$ cat src/hw/rtl/lattice_constant_fold_alu_top_defines.svh
// Assertion macros used by the top-level RTL.
`ifndef LATTICE_CONSTANT_FOLD_ALU_TOP_DEFINES_SVH
`define LATTICE_CONSTANT_FOLD_ALU_TOP_DEFINES_SVH
`ifndef SYNTHESIS
`define LCFA_ASSERT(lbl, clk, rst_n, prop) \
	lbl: assert property (@(posedge clk) disable iff (!rst_n) (prop)) \
		else $error("lcfa assertion failed");
`define LCFA_ASSERT_NEXT(lbl, clk, rst_n, pre, post) \
	lbl: assert property (@(posedge clk) disable iff (!rst_n) (pre) |=> (post)) \
		else $error("lcfa assertion failed");
`else
`define LCFA_ASSERT(lbl, clk, rst_n, prop)
`define LCFA_ASSERT_NEXT(lbl, clk, rst_n, pre, post)
`endif
`endif

$ cat src/hw/rtl/lcfa_pkg.sv
package lcfa_pkg;

	localparam int unsigned DivSteps = 64;

	localparam logic [4:0] OP_MOV  = 5'd0;
	localparam logic [4:0] OP_NEG  = 5'd1;
	localparam logic [4:0] OP_NOT  = 5'd2;
	localparam logic [4:0] OP_ADD  = 5'd3;
	localparam logic [4:0] OP_SUB  = 5'd4;
	localparam logic [4:0] OP_MUL  = 5'd5;
	localparam logic [4:0] OP_DIV  = 5'd6;
	localparam logic [4:0] OP_MOD  = 5'd7;
	localparam logic [4:0] OP_AND  = 5'd8;
	localparam logic [4:0] OP_OR   = 5'd9;
	localparam logic [4:0] OP_XOR  = 5'd10;
	localparam logic [4:0] OP_SHL  = 5'd11;
	localparam logic [4:0] OP_SHR  = 5'd12;
	localparam logic [4:0] OP_EQ   = 5'd13;
	localparam logic [4:0] OP_NE   = 5'd14;
	localparam logic [4:0] OP_LT   = 5'd15;
	localparam logic [4:0] OP_LE   = 5'd16;
	localparam logic [4:0] OP_GT   = 5'd17;
	localparam logic [4:0] OP_GE   = 5'd18;
	localparam logic [4:0] OP_MEET = 5'd19;

	localparam logic [1:0] KIND_UNKNOWN = 2'd0;
	localparam logic [1:0] KIND_CONST   = 2'd1;
	localparam logic [1:0] KIND_VARYING = 2'd2;
	localparam logic [1:0] KIND_BAD     = 2'd3;

	localparam logic [1:0] SIZE_1B = 2'd0;
	localparam logic [1:0] SIZE_2B = 2'd1;
	localparam logic [1:0] SIZE_4B = 2'd2;
	localparam logic [1:0] SIZE_8B = 2'd3;

	localparam logic [5:0] SHIFT_MASK_WIDE   = 6'd63;
	localparam logic [5:0] SHIFT_MASK_NARROW = 6'd31;
	localparam logic [63:0] SIGN_BIT = 64'h8000_0000_0000_0000;

	typedef struct packed {
		logic [4:0]         opcode;
		logic [1:0]         a_kind;
		logic signed [63:0] a_value;
		logic [1:0]         b_kind;
		logic signed [63:0] b_value;
		logic               operand_signed;
		logic [1:0]         dest_size;
		logic               dest_signed;
	} req_t;

	typedef struct packed {
		logic [1:0]         result_kind;
		logic signed [63:0] result_value;
	} rsp_t;

	typedef struct packed {
		logic [1:0]  kind;
		logic [63:0] raw;
		logic        is_div;
		logic        is_mod;
		logic        neg_q;
		logic        neg_r;
		logic        do_cut;
		logic [1:0]  dest_size;
		logic        dest_signed;
	} meta_t;

	typedef struct packed {
		meta_t       meta;
		logic [63:0] rem;
		logic [63:0] quo;
		logic [63:0] dvs;
	} cell_t;

	function automatic logic [63:0] cut_dest(logic [63:0] v, logic [1:0] size, logic sx);
		logic [63:0] r;
		r = v;
		unique case (size)
			SIZE_1B: r = {{56{sx & v[7]}}, v[7:0]};
			SIZE_2B: r = {{48{sx & v[15]}}, v[15:0]};
			SIZE_4B: r = {{32{sx & v[31]}}, v[31:0]};
			SIZE_8B: r = v;
		endcase
		return r;
	endfunction

endpackage

$ cat src/hw/rtl/lcfa_div_cell.sv
// One restoring-division step; the dividend shifts out while quotient bits shift in.
module lcfa_div_cell (
	input  logic            clk,
	input  logic            arst_n,
	input  logic            en,
	input  logic            valid_in,
	input  lcfa_pkg::cell_t d_in,
	output logic            valid_out,
	output lcfa_pkg::cell_t d_out
);
	logic [64:0] trial, diff;
	logic        ge;
	lcfa_pkg::cell_t nxt;

	assign trial = {d_in.rem, d_in.quo[63]};
	assign diff  = trial - {1'b0, d_in.dvs};
	assign ge    = !diff[64];

	always_comb begin
		nxt     = d_in;
		nxt.rem = ge ? diff[63:0] : trial[63:0];
		nxt.quo = {d_in.quo[62:0], ge};
	end

	always_ff @(posedge clk or negedge arst_n) begin
		if (!arst_n) valid_out <= 1'b0;
		else if (en) valid_out <= valid_in;
	end

	always_ff @(posedge clk) begin
		if (en) d_out <= nxt;
	end
endmodule

$ cat config.mk
export PLATFORM = sky130hd
export DESIGN_NAME = lcfa_div_cell
export DESIGN_NICKNAME = d
export VERILOG_FILES = /design/src/hw/rtl/lattice_constant_fold_alu_top_defines.svh /design/src/hw/rtl/lcfa_pkg.sv /design/src/hw/rtl/lcfa_div_cell.sv
export SDC_FILE = /design/constraint.sdc
export NUM_CORES = 1
export LEC_CHECK = 0
export ABC_CLOCK_PERIOD_IN_PS = 1200
export BUFFER_PORTS_ARGS = -buffer_cell sky130_fd_sc_hd__buf_4
export CAP_MARGIN = 30
export CORE_AREA = 4 4 206 208
export DETAILED_ROUTE_END_ITERATION = 7
export DIE_AREA = 0 0 210 212
export GPL_TIMING_DRIVEN = 0
export PLACE_DENSITY = 0.62
export SYNTH_ARGS = -nofsm -noshare
export SYNTH_HDL_FRONTEND = slang
export SYNTH_SLANG_ARGS = --single-unit
$ cat constraint.sdc
create_clock -name clk -period 1.2 [get_ports clk]
set_input_delay 0.24 -clock clk [delete_from_list [all_inputs] [get_ports clk]]
set_output_delay 0.24 -clock clk [all_outputs]
set_load 0.02 [all_outputs]
**After elaboration in Yosys (flattened, before gate mapping)**

Index checks and enable logic that the tools add are counted.

- Bits of input ports: 270
- Logic and storage cells: 16
- Register bits after elaboration: 267

- Reduce and logical (&&, ||, !) cells: 1
- Mux-type cells: 1
- Add/sub/neg operators: 1

Operators with widths:

| operator | count |
|---|---|
| 65-bit by 64-bit subtractor with 65-bit output | 1 |
| 64-bit two-way mux | 1 |
| 1-bit logical NOT | 1 |

**Longest topological paths before layout**

Gate-level depths: netlist of the first run.

- Depth after elaboration: 2
- Gate-level depth with buffers: 17

**Worst setup path after synthesis of the first run**

Ideal clock, no wire load.

- Kind: input to register
- Start point: input port d_in[7] (netlist name)
- End point: register d_out[185] (netlist name), data pin
- Stages: 17
- Setup time: 260 ps
- Path slack: -2,059 ps
- Data arrival time: 2,998 ps
- Cell sequence: inv_1 > ha_1 > buf_2 > a21oi_2 > nor2_1 > o41ai_4 > o22ai_2 > o21ai_2 > a211oi_2 > or3_1 > buf_6 > and3_1 > buf_6 > inv_4 > buf_6 > buf_8 > mux2_4

RTL lines:

| what | line | source |
|---|---|---|
| from (decl) | lcfa_div_cell.sv:7 | `input lcfa_pkg::cell_t d_in,` |
| to (signal assigned) | lcfa_div_cell.sv:31 | `if (en) d_out <= nxt;` |
| to (decl) | lcfa_div_cell.sv:9 | `output lcfa_pkg::cell_t d_out` |

==> summary.txt, run 1 <==
Run status
  • Status: finished, violations left
  • Failing checks: setup timing

Placement
  • PortBufs: 536
  • DP Area: 0.0182 mm^2
  • Hpwl dp: 36.7 mm
  • Final Wtd Congestion: 0.898
  • Pre-CTS setup slack: -2.93 ns

Global route
  • Largest net degree at the start of global routing: 127
  • Vias in the first global route: 12500
  • First-pass GRT wire length: 77.4 mm
  • Initial antenna violation count: 8
  • Total gr overflow: 0
  • Global Route Usage Sum: 0.225

Timing
  • Min Tclk post-route: 2.75 ns
  • PnR worst setup slack: -1.55 ns
  • Final Hold Vio Count: 0
  • Max-slew headroom: 0.506
  • Final setup violation count: 332
  • Unrepaired setup endpoints after global routing: yes
  • Worst Max-Slew Pin Slew: 0.742 ns
  • Hold slack: 0.0334 ns
  • Skew final: 0 ns
  • Crit share post-route: 2.29
  • Fmax: 0.364 GHz
  • Final Slew Violations: 0

Synth
  • Synthesis-stage register bit count: 267
  • Synth top area cells: edfxtp_1 (60%), ha_1 (6.1%), mux2_2 (4.3%)
  • Yosys cell types: 76
  • Syn avg cell area: 12.8 um^2
  • Most common flop cell mapped by yosys: edfxtp_1
  • Synthesis Warnings: 0
  • Syn Inst Count: 1031
  • Post-synthesis net count: 1366
  • Asr flop ratio synth: 0.00375
  • Top cell type's share of synthesized area: 0.605
  • Synth Cell Area: 0.0132 mm^2
  • Leading area contributor after synthesis: edfxtp_1
  • Post-synthesis sequential area ratio: 0.606
  • Number of flops mapped to enable cells by yosys: 266

Finish
  • Post-layout util: 0.586
  • Nets: 2221
  • Most frequent cells in the layout: buf_4 (296), buf_6 (284), edfxtp_1 (266)
  • Fin area: 0.0238 mm^2
  • Most common cell after layout, fill and taps aside: buf_4
  • Area delta synth->final: 80.0%
  • Ratio of cells with drive above 1 in the final layout: 0.427

Power
  • PwrDens: 1290 mW/mm^2
  • Peak VDD IR: 1.18 mV
  • Leak Pwr: 10.0 nW

CTS
  • Clock slew at reported path FFs: 0.07 ns
  • Num CTS Buffers: 30
  • CTS tree: done
  • Clock Sink Count: 267
  • Clock Path Buffers: 3
  • CTS root buf: clkbuf_16
  • Worst skew pair latency: 0.55 ns
  • H-tree Lvls: 1

Job
  • Max-cap viol count: 0

Floorplan
  • Die X: 210 um
  • Die ar.: 0.0445 mm^2
  • Initial core utilization: 0.326
  • Die Y: 212 um
  • Cell Rows: 74
  • Core area: 0.0406 mm^2
  • I/O pin count: 537

Setup path
  • CP max FO: 6
  • Reg2reg start: valid_out
  • CP Launch Point: d_in[19]
  • Max incr delay on CP: 0.34 ns
  • CP max stage cell: or3_4
  • CP endpoint kind: flop
  • Crit Path Class: primary input to flop
  • Worst EP required: 1.51 ns
  • Worst path most repeated cell: buf_6
  • Arr. time, crit path: 3.06 ns
  • Cells along the critical path: buf_6 > inv_4 > ha_4 > buf_6 > a21oi_4 > o22ai_2 > o21ai_2 > nand4_1 > o21ai_4 > a211oi_4 > or3_4 > and3_4 > inv_16 > buf_12 > buf_16 > mux2_2
  • Critical path launch point type: primary input

Routing
  • Routed length per instance: 21.7 um
  • TritonRoute pass-1 iters: 5
  • Antenna-violating nets left: 0
  • Initial DRC count: 701
  • Total number of vias: 11900
  • Final WL: 53.1 mm
  • Vias per cell: 4.87
  • DRC: 0

Worst hold path
  • Hold path start: d_in[167]
  • Tightest Hold Check Type: primary input to flop
[layout make-up]
type | instances | area, um^2
Fill cell | 3181 | 16800
Timing Repair Buffer | 839 | 8110
Sequential cell | 267 | 8010
Multi-Input combinational cell | 641 | 5460
Clock buffer | 34 | 787
Tap cell | 532 | 666
Inverter | 88 | 377
Clock inverter | 22 | 198
Buffer | 19 | 171
Antenna cell | 2 | 5.00
[routing by layer]
layer	wire length (um)	global-route usage	share of wire
met3	4050	0.0596	0.076
met1	19800	0.260	0.37
met4	2120	0.0788	0.040
met5	55	0	0.0010
met2	27100	0.404	0.51
[critical path: cells and delay by family]
kind	cells	cell delay, ns
buffers and inverters	6	0.55
AOI/OAI and AO/OA	5	0.82
adders and majority gates	1	0.25
muxes	1	0.33
and+or+nand+nor	3	0.84
[per-stage QoR]
stage	std cells	power (W)	TNS [ns]
after floorplan	1031	0.0159	-116.64
after global placement	2099	0.0192	-719.16
after global routing	2444	0.0320	-149.17
after detailed placement	2101	0.0192	-227.63
after CTS	2438	0.0307	-146.20
final	2444	0.0307	-130.54
[worst paths after layout]
| path | cells past startpoint | end | slack, ns |
|---|---|---|---|
| worst max-delay path | 16 | d_out[164] | -1.55 |
| worst min-delay path | 3 | d_out[168] | 0.03 |
| worst max register to register | 1 | valid_out | 0.44 |
| min in group asynchronous | 3 | valid_out | 0.54 |
| worst min register to register | 1 | valid_out | 0.54 |
| max in group asynchronous | 3 | valid_out | 0.55 |
[Yosys cell counts, types with 20 or more instances]
cell type	n
a21oi_1	78
o21ai_0	41
nand2_1	67
ha_1	64
nor2_1	46
nand4_1	20
mux2_2	50
edfxtp_1	266
inv_1	87
xor2_1	22
xnor2_1	32
a21o_1	32
[timing repair]
item | 4_1_cts | 5_1_grt
hold buffers | 255 | 1
pin swaps | 45 | 21
resized for setup | 375 | 58
gates cloned | 2 | 0
setup buffers | 34 | 11
endpoints found under the hold margin | 260 | 1
endpoints found under the setup margin | 332 | 332
[state kept, by name, indices dropped and copies added (netlist names)]
name / count
valid_out: 1
d_out: 266
[cells by family after synthesis]
group                    after synthesis  synth area share
multiplexers                          60            0.0506
AO/OA/AOI/OAI                        240             0.119
flip-flops                           267             0.606
AND/OR/NAND/NOR                      222            0.0866
buffers and inverters                123            0.0396
XOR/XNOR                              54            0.0358
adder cells (fa/ha/maj)               65            0.0621
[report_power, final]
part	switching (W)	internal [W]	total [W]
clock	0.00395	0.00536	0.00931
combinational	0.00460	0.00490	0.00950
sequential	0.000467	0.0115	0.0119
(Power assumes the default switching activity.)
==> inputs of run 2 (changes only) <==
- PLACE_DENSITY: 0.62 -> not set
- PLACE_DENSITY_LB_ADDON: not set -> 0.1
==> summary.txt, run 2 (synthesis results as in run 1) <==
Run status
  • Status: finished, violations left
  • Failing checks: setup timing

Timing
  • Hold slack: 0.0364 ns (+0.00296 ns)
  • Crit share post-route: 2.33 (+0.0440)
  • Final Hold Vio Count: 0 (unchanged)
  • Final setup violation count: 332 (unchanged)
  • Fmax: 0.357 GHz (-1.9%)
  • Max-slew headroom: 0.495 (-0.0103)
  • Skew final: 0 ns (unchanged)
  • Min Tclk post-route: 2.80 ns (+0.0528 ns)
  • Worst Max-Slew Pin Slew: 0.749 ns (+0.00752 ns)
  • PnR worst setup slack: -1.60 ns (-0.0528 ns)
  • Final Slew Violations: 0 (unchanged)
  • Unrepaired setup endpoints after global routing: yes

Finish
  • Most frequent cells in the layout: buf_4 (297), buf_6 (278), edfxtp_1 (266)
  • Area delta synth->final: 83.6%
  • Fin area: 0.0243 mm^2 (+2.0%)
  • Most common cell after layout, fill and taps aside: buf_4
  • Ratio of cells with drive above 1 in the final layout: 0.434 (+0.00633)
  • Nets: 2229 (+0.36%)
  • Biggest regs: d_out (266), valid_out (1)
  • Reg with most FFs: d_out
  • Max reg flops: 266 (unchanged)

Setup path
  • CP max stage cell: or4b_4
  • Arr. time, crit path: 3.12 ns (+0.06 ns)
  • CP max FO: 4 (-2)
  • CP endpoint kind: flop
  • Max incr delay on CP: 0.63 ns (+0.29 ns)
  • Critical path launch point type: primary input
  • Crit Path Class: primary input to flop
  • Worst EP required: 1.52 ns (about the same)
  • Worst path most repeated cell: or4b_4
  • Reg2reg setup slack: 0.43 ns (about the same)
  • Cells along the critical path: buf_8 > inv_4 > ha_4 > a21oi_2 > nor2_1 > or4b_4 > or4b_4 > and4_4 > o21ai_4 > a31oi_4 > or3_1 > a31o_4

Routing
  • Routed length per instance: 20.9 um (-3.9%)
  • TritonRoute pass-1 iters: 4 (-1)
  • Vias per cell: 4.78 (-1.8%)
  • Initial DRC count: 549 (-22%)
  • Antenna-violating nets left: 0 (unchanged)
  • Final WL: 51.2 mm (-3.5%)
  • Total number of vias: 11700 (-1.5%)
  • DRC: 0 (unchanged)

Power
  • Peak VDD IR: 0.958 mV (-19%)
  • P_int: 0.0227 W (+4.5%)
  • Switching Share: 0.284 (-0.00898)
  • Leak Pwr: 10.3 nW (+3.3%)
  • Psw: 0.00902 W (about the same)
  • Clock power frac: 0.311 (+0.008)
  • Combinational power share: 0.314 (+0.005)
  • Sequential power share: 0.375 (-0.013)
  • PwrDens: 1310 mW/mm^2 (+1.1%)

Global route
  • Largest net degree at the start of global routing: 121 (-4.7%)
  • Total gr overflow: 0 (unchanged)
  • Global Route Usage Sum: 0.211 (-0.0143)
  • Vias in the first global route: 12100 (-3.3%)
  • Initial antenna violation count: 4 (-4)
  • First-pass GRT wire length: 72.9 mm (-5.9%)

CTS
  • CTS root buf: clkbuf_16
  • Clock Path Buffers: 3 (unchanged)
  • CTS tree: done
  • Clock Sink Count: 267 (unchanged)
  • Num CTS Buffers: 31 (+3.3%)
  • H-tree Lvls: 1 (unchanged)
  • Worst skew pair latency: 0.57 ns (+0.02 ns)
  • Clock slew at reported path FFs: 0.06 ns (about the same)

Floorplan
  • Initial core utilization: 0.326 (unchanged)
  • Cell Rows: 74 (unchanged)
  • I/O pin count: 537 (unchanged)
  • Die Y: 212 um (unchanged)
  • Die ar.: 0.0445 mm^2 (unchanged)
  • Die X: 210 um (unchanged)
  • Core area: 0.0406 mm^2 (unchanged)

Worst hold path
  • Tightest Hold Check Type: primary input to flop

Job
  • Max-cap viol count: 0 (unchanged)

Placement
  • Hpwl dp: 36.6 mm (-0.14%)
  • PortBufs: 536 (unchanged)
  • Pre-CTS setup slack: -2.90 ns (+0.0243 ns)
  • DP Area: 0.0182 mm^2 (unchanged)
  • Final Wtd Congestion: 0.854 (-4.9%)
run 2: layout make-up:
type	instances	area, um^2
fill	3284	16300
timing repair buffer	845	8240
sequential	267	8010
multi-input combinational	641	5680
clock buffer	35	791
tap	532	666
inverter	88	374
clock inverter	23	260
buffer	19	219
timing repair inverter	1	11.3
antenna	2	5.00
run 2: layer usage:
layer / global-route usage / vias up / routed length, um
met3: 0.0519 / 75 / 3290
met4: 0.0533 / 4 / 1260
met5: 0 / - / 34
met1: 0.247 / 5690 / 20100
met2: 0.387 / 371 / 26500
li1: - / 5590 / -
run 2: worst paths after layout:
check	depth (start not counted)	end	startpoint
setup / recovery	12	d_out[179]	d_in[24]
hold / removal	3	d_out[184]	d_in[183]
setup reg to reg	1	valid_out	valid_out
hold reg to reg	1	valid_out	valid_out
max in group asynchronous	3	valid_out	arst_n
min in group asynchronous	3	valid_out	arst_n
run 2: what timing repair did:
| item | CTS | global route |
|---|---|---|
| buffers inserted | 22 | 26 |
| pin swaps | 26 | 49 |
| hold buffers | 257 | 0 |
| endpoints found under the setup margin | 332 | 332 |
| endpoints found under the hold margin | 256 | 0 |
| resized for setup | 338 | 160 |
| gates cloned | 1 | 5 |
run 2: worst max-delay path, delay by kind of cell:
kind	cells	cell delay, ns
AND/OR/NAND/NOR	5	1.80
AO/OA/AOI/OAI	4	0.69
adder cells (fa/ha/maj)	1	0.21
buffers and inverters	2	0.15
run 2: power groups by stage:
stage                     clock network [W]  logic [W]  registers, W
final                               0.00987    0.00995        0.0119
after global routing                 0.0106     0.0105        0.0120
after CTS                            0.0102    0.00913        0.0119
after detailed placement                  0    0.00734        0.0119
after global placement                    0    0.00729        0.0119
after floorplan                           0    0.00274        0.0131
run 2: per-stage QoR:
stage / std cells / TNS, ns / utilization / total power [W]
6_report: 2453 / -130.40 / 0.598 / 0.0317
3_5_place_dp: 2101 / -250.22 / 0.449 / 0.0192
5_1_grt: 2453 / -147.69 / 0.598 / 0.0331
3_3_place_gp: 2099 / -740.64 / 0.447 / 0.0192
4_1_cts: 2435 / -151.87 / 0.577 / 0.0312
2_1_floorplan: 1031 / -116.64 / - / 0.0159
==> inputs of run 3 (changes only) <==
- CORE_AREA: 4 4 206 208 -> 3 3 211 213
- DIE_AREA: 0 0 210 212 -> 0 0 214 216
- GPL_TIMING_DRIVEN: 0 -> not set
==> summary.txt, run 3 (synthesis results as in run 1) <==
CTS
  • Clock Sink Count: 267 (unchanged)
  • CTS tree: done
  • H-tree Lvls: 2 (+1)
  • Worst skew pair latency: 0.52 ns (-0.05 ns)
  • Clock slew at reported path FFs: 0.06 ns (about the same)
  • Num CTS Buffers: 34 (+9.7%)
  • CTS root buf: clkbuf_16
  • Clock Path Buffers: 3 (unchanged)

Run status
  • Status: finished, violations left
  • Failing checks: setup timing

Placement
  • PortBufs: 536 (unchanged)
  • Final Wtd Congestion: 0.878 (+2.8%)
  • Hpwl dp: 40.0 mm (+9.1%)
  • Pre-CTS setup slack: -2.26 ns (+0.648 ns)

Setup path
  • Reg2reg setup slack: 0.44 ns (about the same)
  • R2R Path End: valid_out
  • Crit Path Class: primary input to flop
  • CP max FO: 3 (-1)
  • Worst EP required: 1.48 ns (-0.04 ns)
  • CP endpoint kind: flop
  • Arr. time, crit path: 3.05 ns (-0.07 ns)
  • Reg2reg start: valid_out
  • Critical path launch point type: primary input
  • R2R depth: 1 (unchanged)

Routing
  • Total number of vias: 12500 (+6.8%)
  • Vias per cell: 4.62 (-3.5%)
  • Final WL: 54.7 mm (+6.9%)
  • Routed length per instance: 20.2 um (-3.5%)
  • TritonRoute pass-1 iters: 5 (+1)
  • Antenna-violating nets left: 0 (unchanged)
  • DRC: 0 (unchanged)
  • Initial DRC count: 673 (+23%)

Timing
  • Final Hold Vio Count: 0 (unchanged)
  • Worst Max-Slew Pin Slew: 0.505 ns (-0.244 ns)
  • Unrepaired setup endpoints after global routing: yes
  • Final setup violation count: 332 (unchanged)
  • Min Tclk post-route: 2.77 ns (-0.0274 ns)
  • Final Slew Violations: 0 (unchanged)
  • Max-slew headroom: 0.660 (+0.165)
  • TNS Setup: -121.01 ns (+9.39 ns)
  • Crit share post-route: 2.31 (-0.0228)
  • Fmax: 0.361 GHz (+0.99%)
  • PnR worst setup slack: -1.57 ns (+0.0273 ns)
  • Skew final: 0 ns (unchanged)

Floorplan
  • Die X: 214 um (+1.9%)
  • I/O pin count: 537 (unchanged)
  • Die ar.: 0.0462 mm^2 (+3.8%)
  • Core area: 0.0429 mm^2 (+5.8%)
  • Die Y: 216 um (+1.9%)
  • Initial core utilization: 0.308 (-0.0177)
  • Cell Rows: 76 (+2.7%)

Finish
  • Storage cell area: 0.00801 mm^2 (unchanged)
  • Nets: 2440 (+9.5%)
  • Max reg flops: 266 (unchanged)
  • Area occupied by multi-input gates: 0.00535 mm^2 (-5.8%)
  • Reg with most FFs: d_out
  • Post-layout util: 0.594 (-0.00391)
  • Area delta synth->final: 92.9%
  • Biggest regs: d_out (266), valid_out (1)
  • Most frequent cells in the layout: buf_4 (532), buf_6 (279), edfxtp_1 (266)
  • Most common cell after layout, fill and taps aside: buf_4
  • Fillers: 3510 (+6.9%)
  • Ratio of cells with drive above 1 in the final layout: 0.478 (+0.0448)

Global route
  • Total gr overflow: 0 (unchanged)
  • Vias in the first global route: 13400 (+11%)
  • Initial antenna violation count: 10 (+6)
  • Largest net degree at the start of global routing: 50 (-59%)
  • First-pass GRT wire length: 81.1 mm (+11%)
  • Global Route Usage Sum: 0.228 (+0.0173)

Power
  • PwrDens: 1270 mW/mm^2 (-3.0%)
  • Leak Pwr: 11.3 nW (+9.2%)
  • Peak VDD IR: 0.963 mV (+0.45%)

Job
  • Max-cap viol count: 0 (unchanged)

Worst hold path
  • Min-Delay Path Depth: 2 (-1)
  • Hold path start: d_in[166]
  • WHS Endpoint: d_out[167]
  • Tightest Hold Check Type: primary input to flop
[run 3: changes by cell type in the layout (fill, tap and decap cells not counted), sizes merged]
cell         previous run  this run
buf                   594       833
clkinvlp                0         2
dlygate4sd3           257       240
clkbuf                 48        40
diode                   2         4
bufinv                  6         3
clkinv                 16        10
[run 3: cell type report]
class | instances | share of cell area
antenna | 4 | 0.000393
inverter | 88 | 0.0144
tap | 585 | 0.0287
clock inverter | 17 | 0.00707
multi-input combinational | 641 | 0.210
sequential | 267 | 0.314
clock buffer | 40 | 0.0343
timing repair buffer | 1073 | 0.391
[run 3: report_power, final]
group	leakage, nW	internal, W	total (W)	switching [W]
Sequential	2.61	0.0115	0.0119	0.000472
Combinational	8.15	0.00569	0.0105	0.00477
Clock	0.506	0.00586	0.00991	0.00405
[run 3: repair_timing]
action                                  4_1_cts  5_1_grt
resized for setup                           362       42
setup buffers                                18        7
endpoints found under the setup margin      332      332
cloned                                        4        0
pin swaps                                    26       11
hold buffers                                240        0
endpoints found under the hold margin       239        0
[run 3: metal layers]
layer | wire [um] | up-vias | track usage
met2 | 27600 | 412 | 0.404
met1 | 21100 | 5999 | 0.258
met5 | 74 | - | 0
met4 | 2110 | 12 | 0.0929
li1 | - | 6012 | -
met3 | 3770 | 97 | 0.0648
[run 3: critical path: stages]
cell,delay (ns)
buf_4,0.11
inv_2,0.06
ha_4,0.21
a21oi_2,0.17
nor2_1,0.08
or4b_4,0.50
or4b_4,0.61
and4_4,0.20
o21a_1,0.21
o311ai_2,0.31
nand3_1,0.11
a31o_2,0.24
[run 3: worst max path at each step]
stage                         start          to  slack, ns  cells after the start
after CTS                  d_in[25]  d_out[150]      -1.50                     16
final                      d_in[20]  d_out[191]      -1.57                     12
after floorplan           d_in[127]  d_out[185]      -1.93                     16
after global routing       d_in[20]  d_out[191]      -1.65                     12
after detailed placement   d_in[23]  d_out[148]      -2.26                     14
after global placement     d_in[23]  d_out[147]      -2.22                     14
[run 3: metrics by stage]
step	instance area [um^2]	total power, W	hold slack, ns	instances
after floorplan	13400	0.0159	-0.0556	1031
after global placement	20200	0.0203	0.0152	2392
after detailed placement	20200	0.0203	0.0192	2392
after CTS	25400	0.0325	0.000729	2709
after global routing	25500	0.0337	0.0187	2715
final	25500	0.0323	0.0417	2715
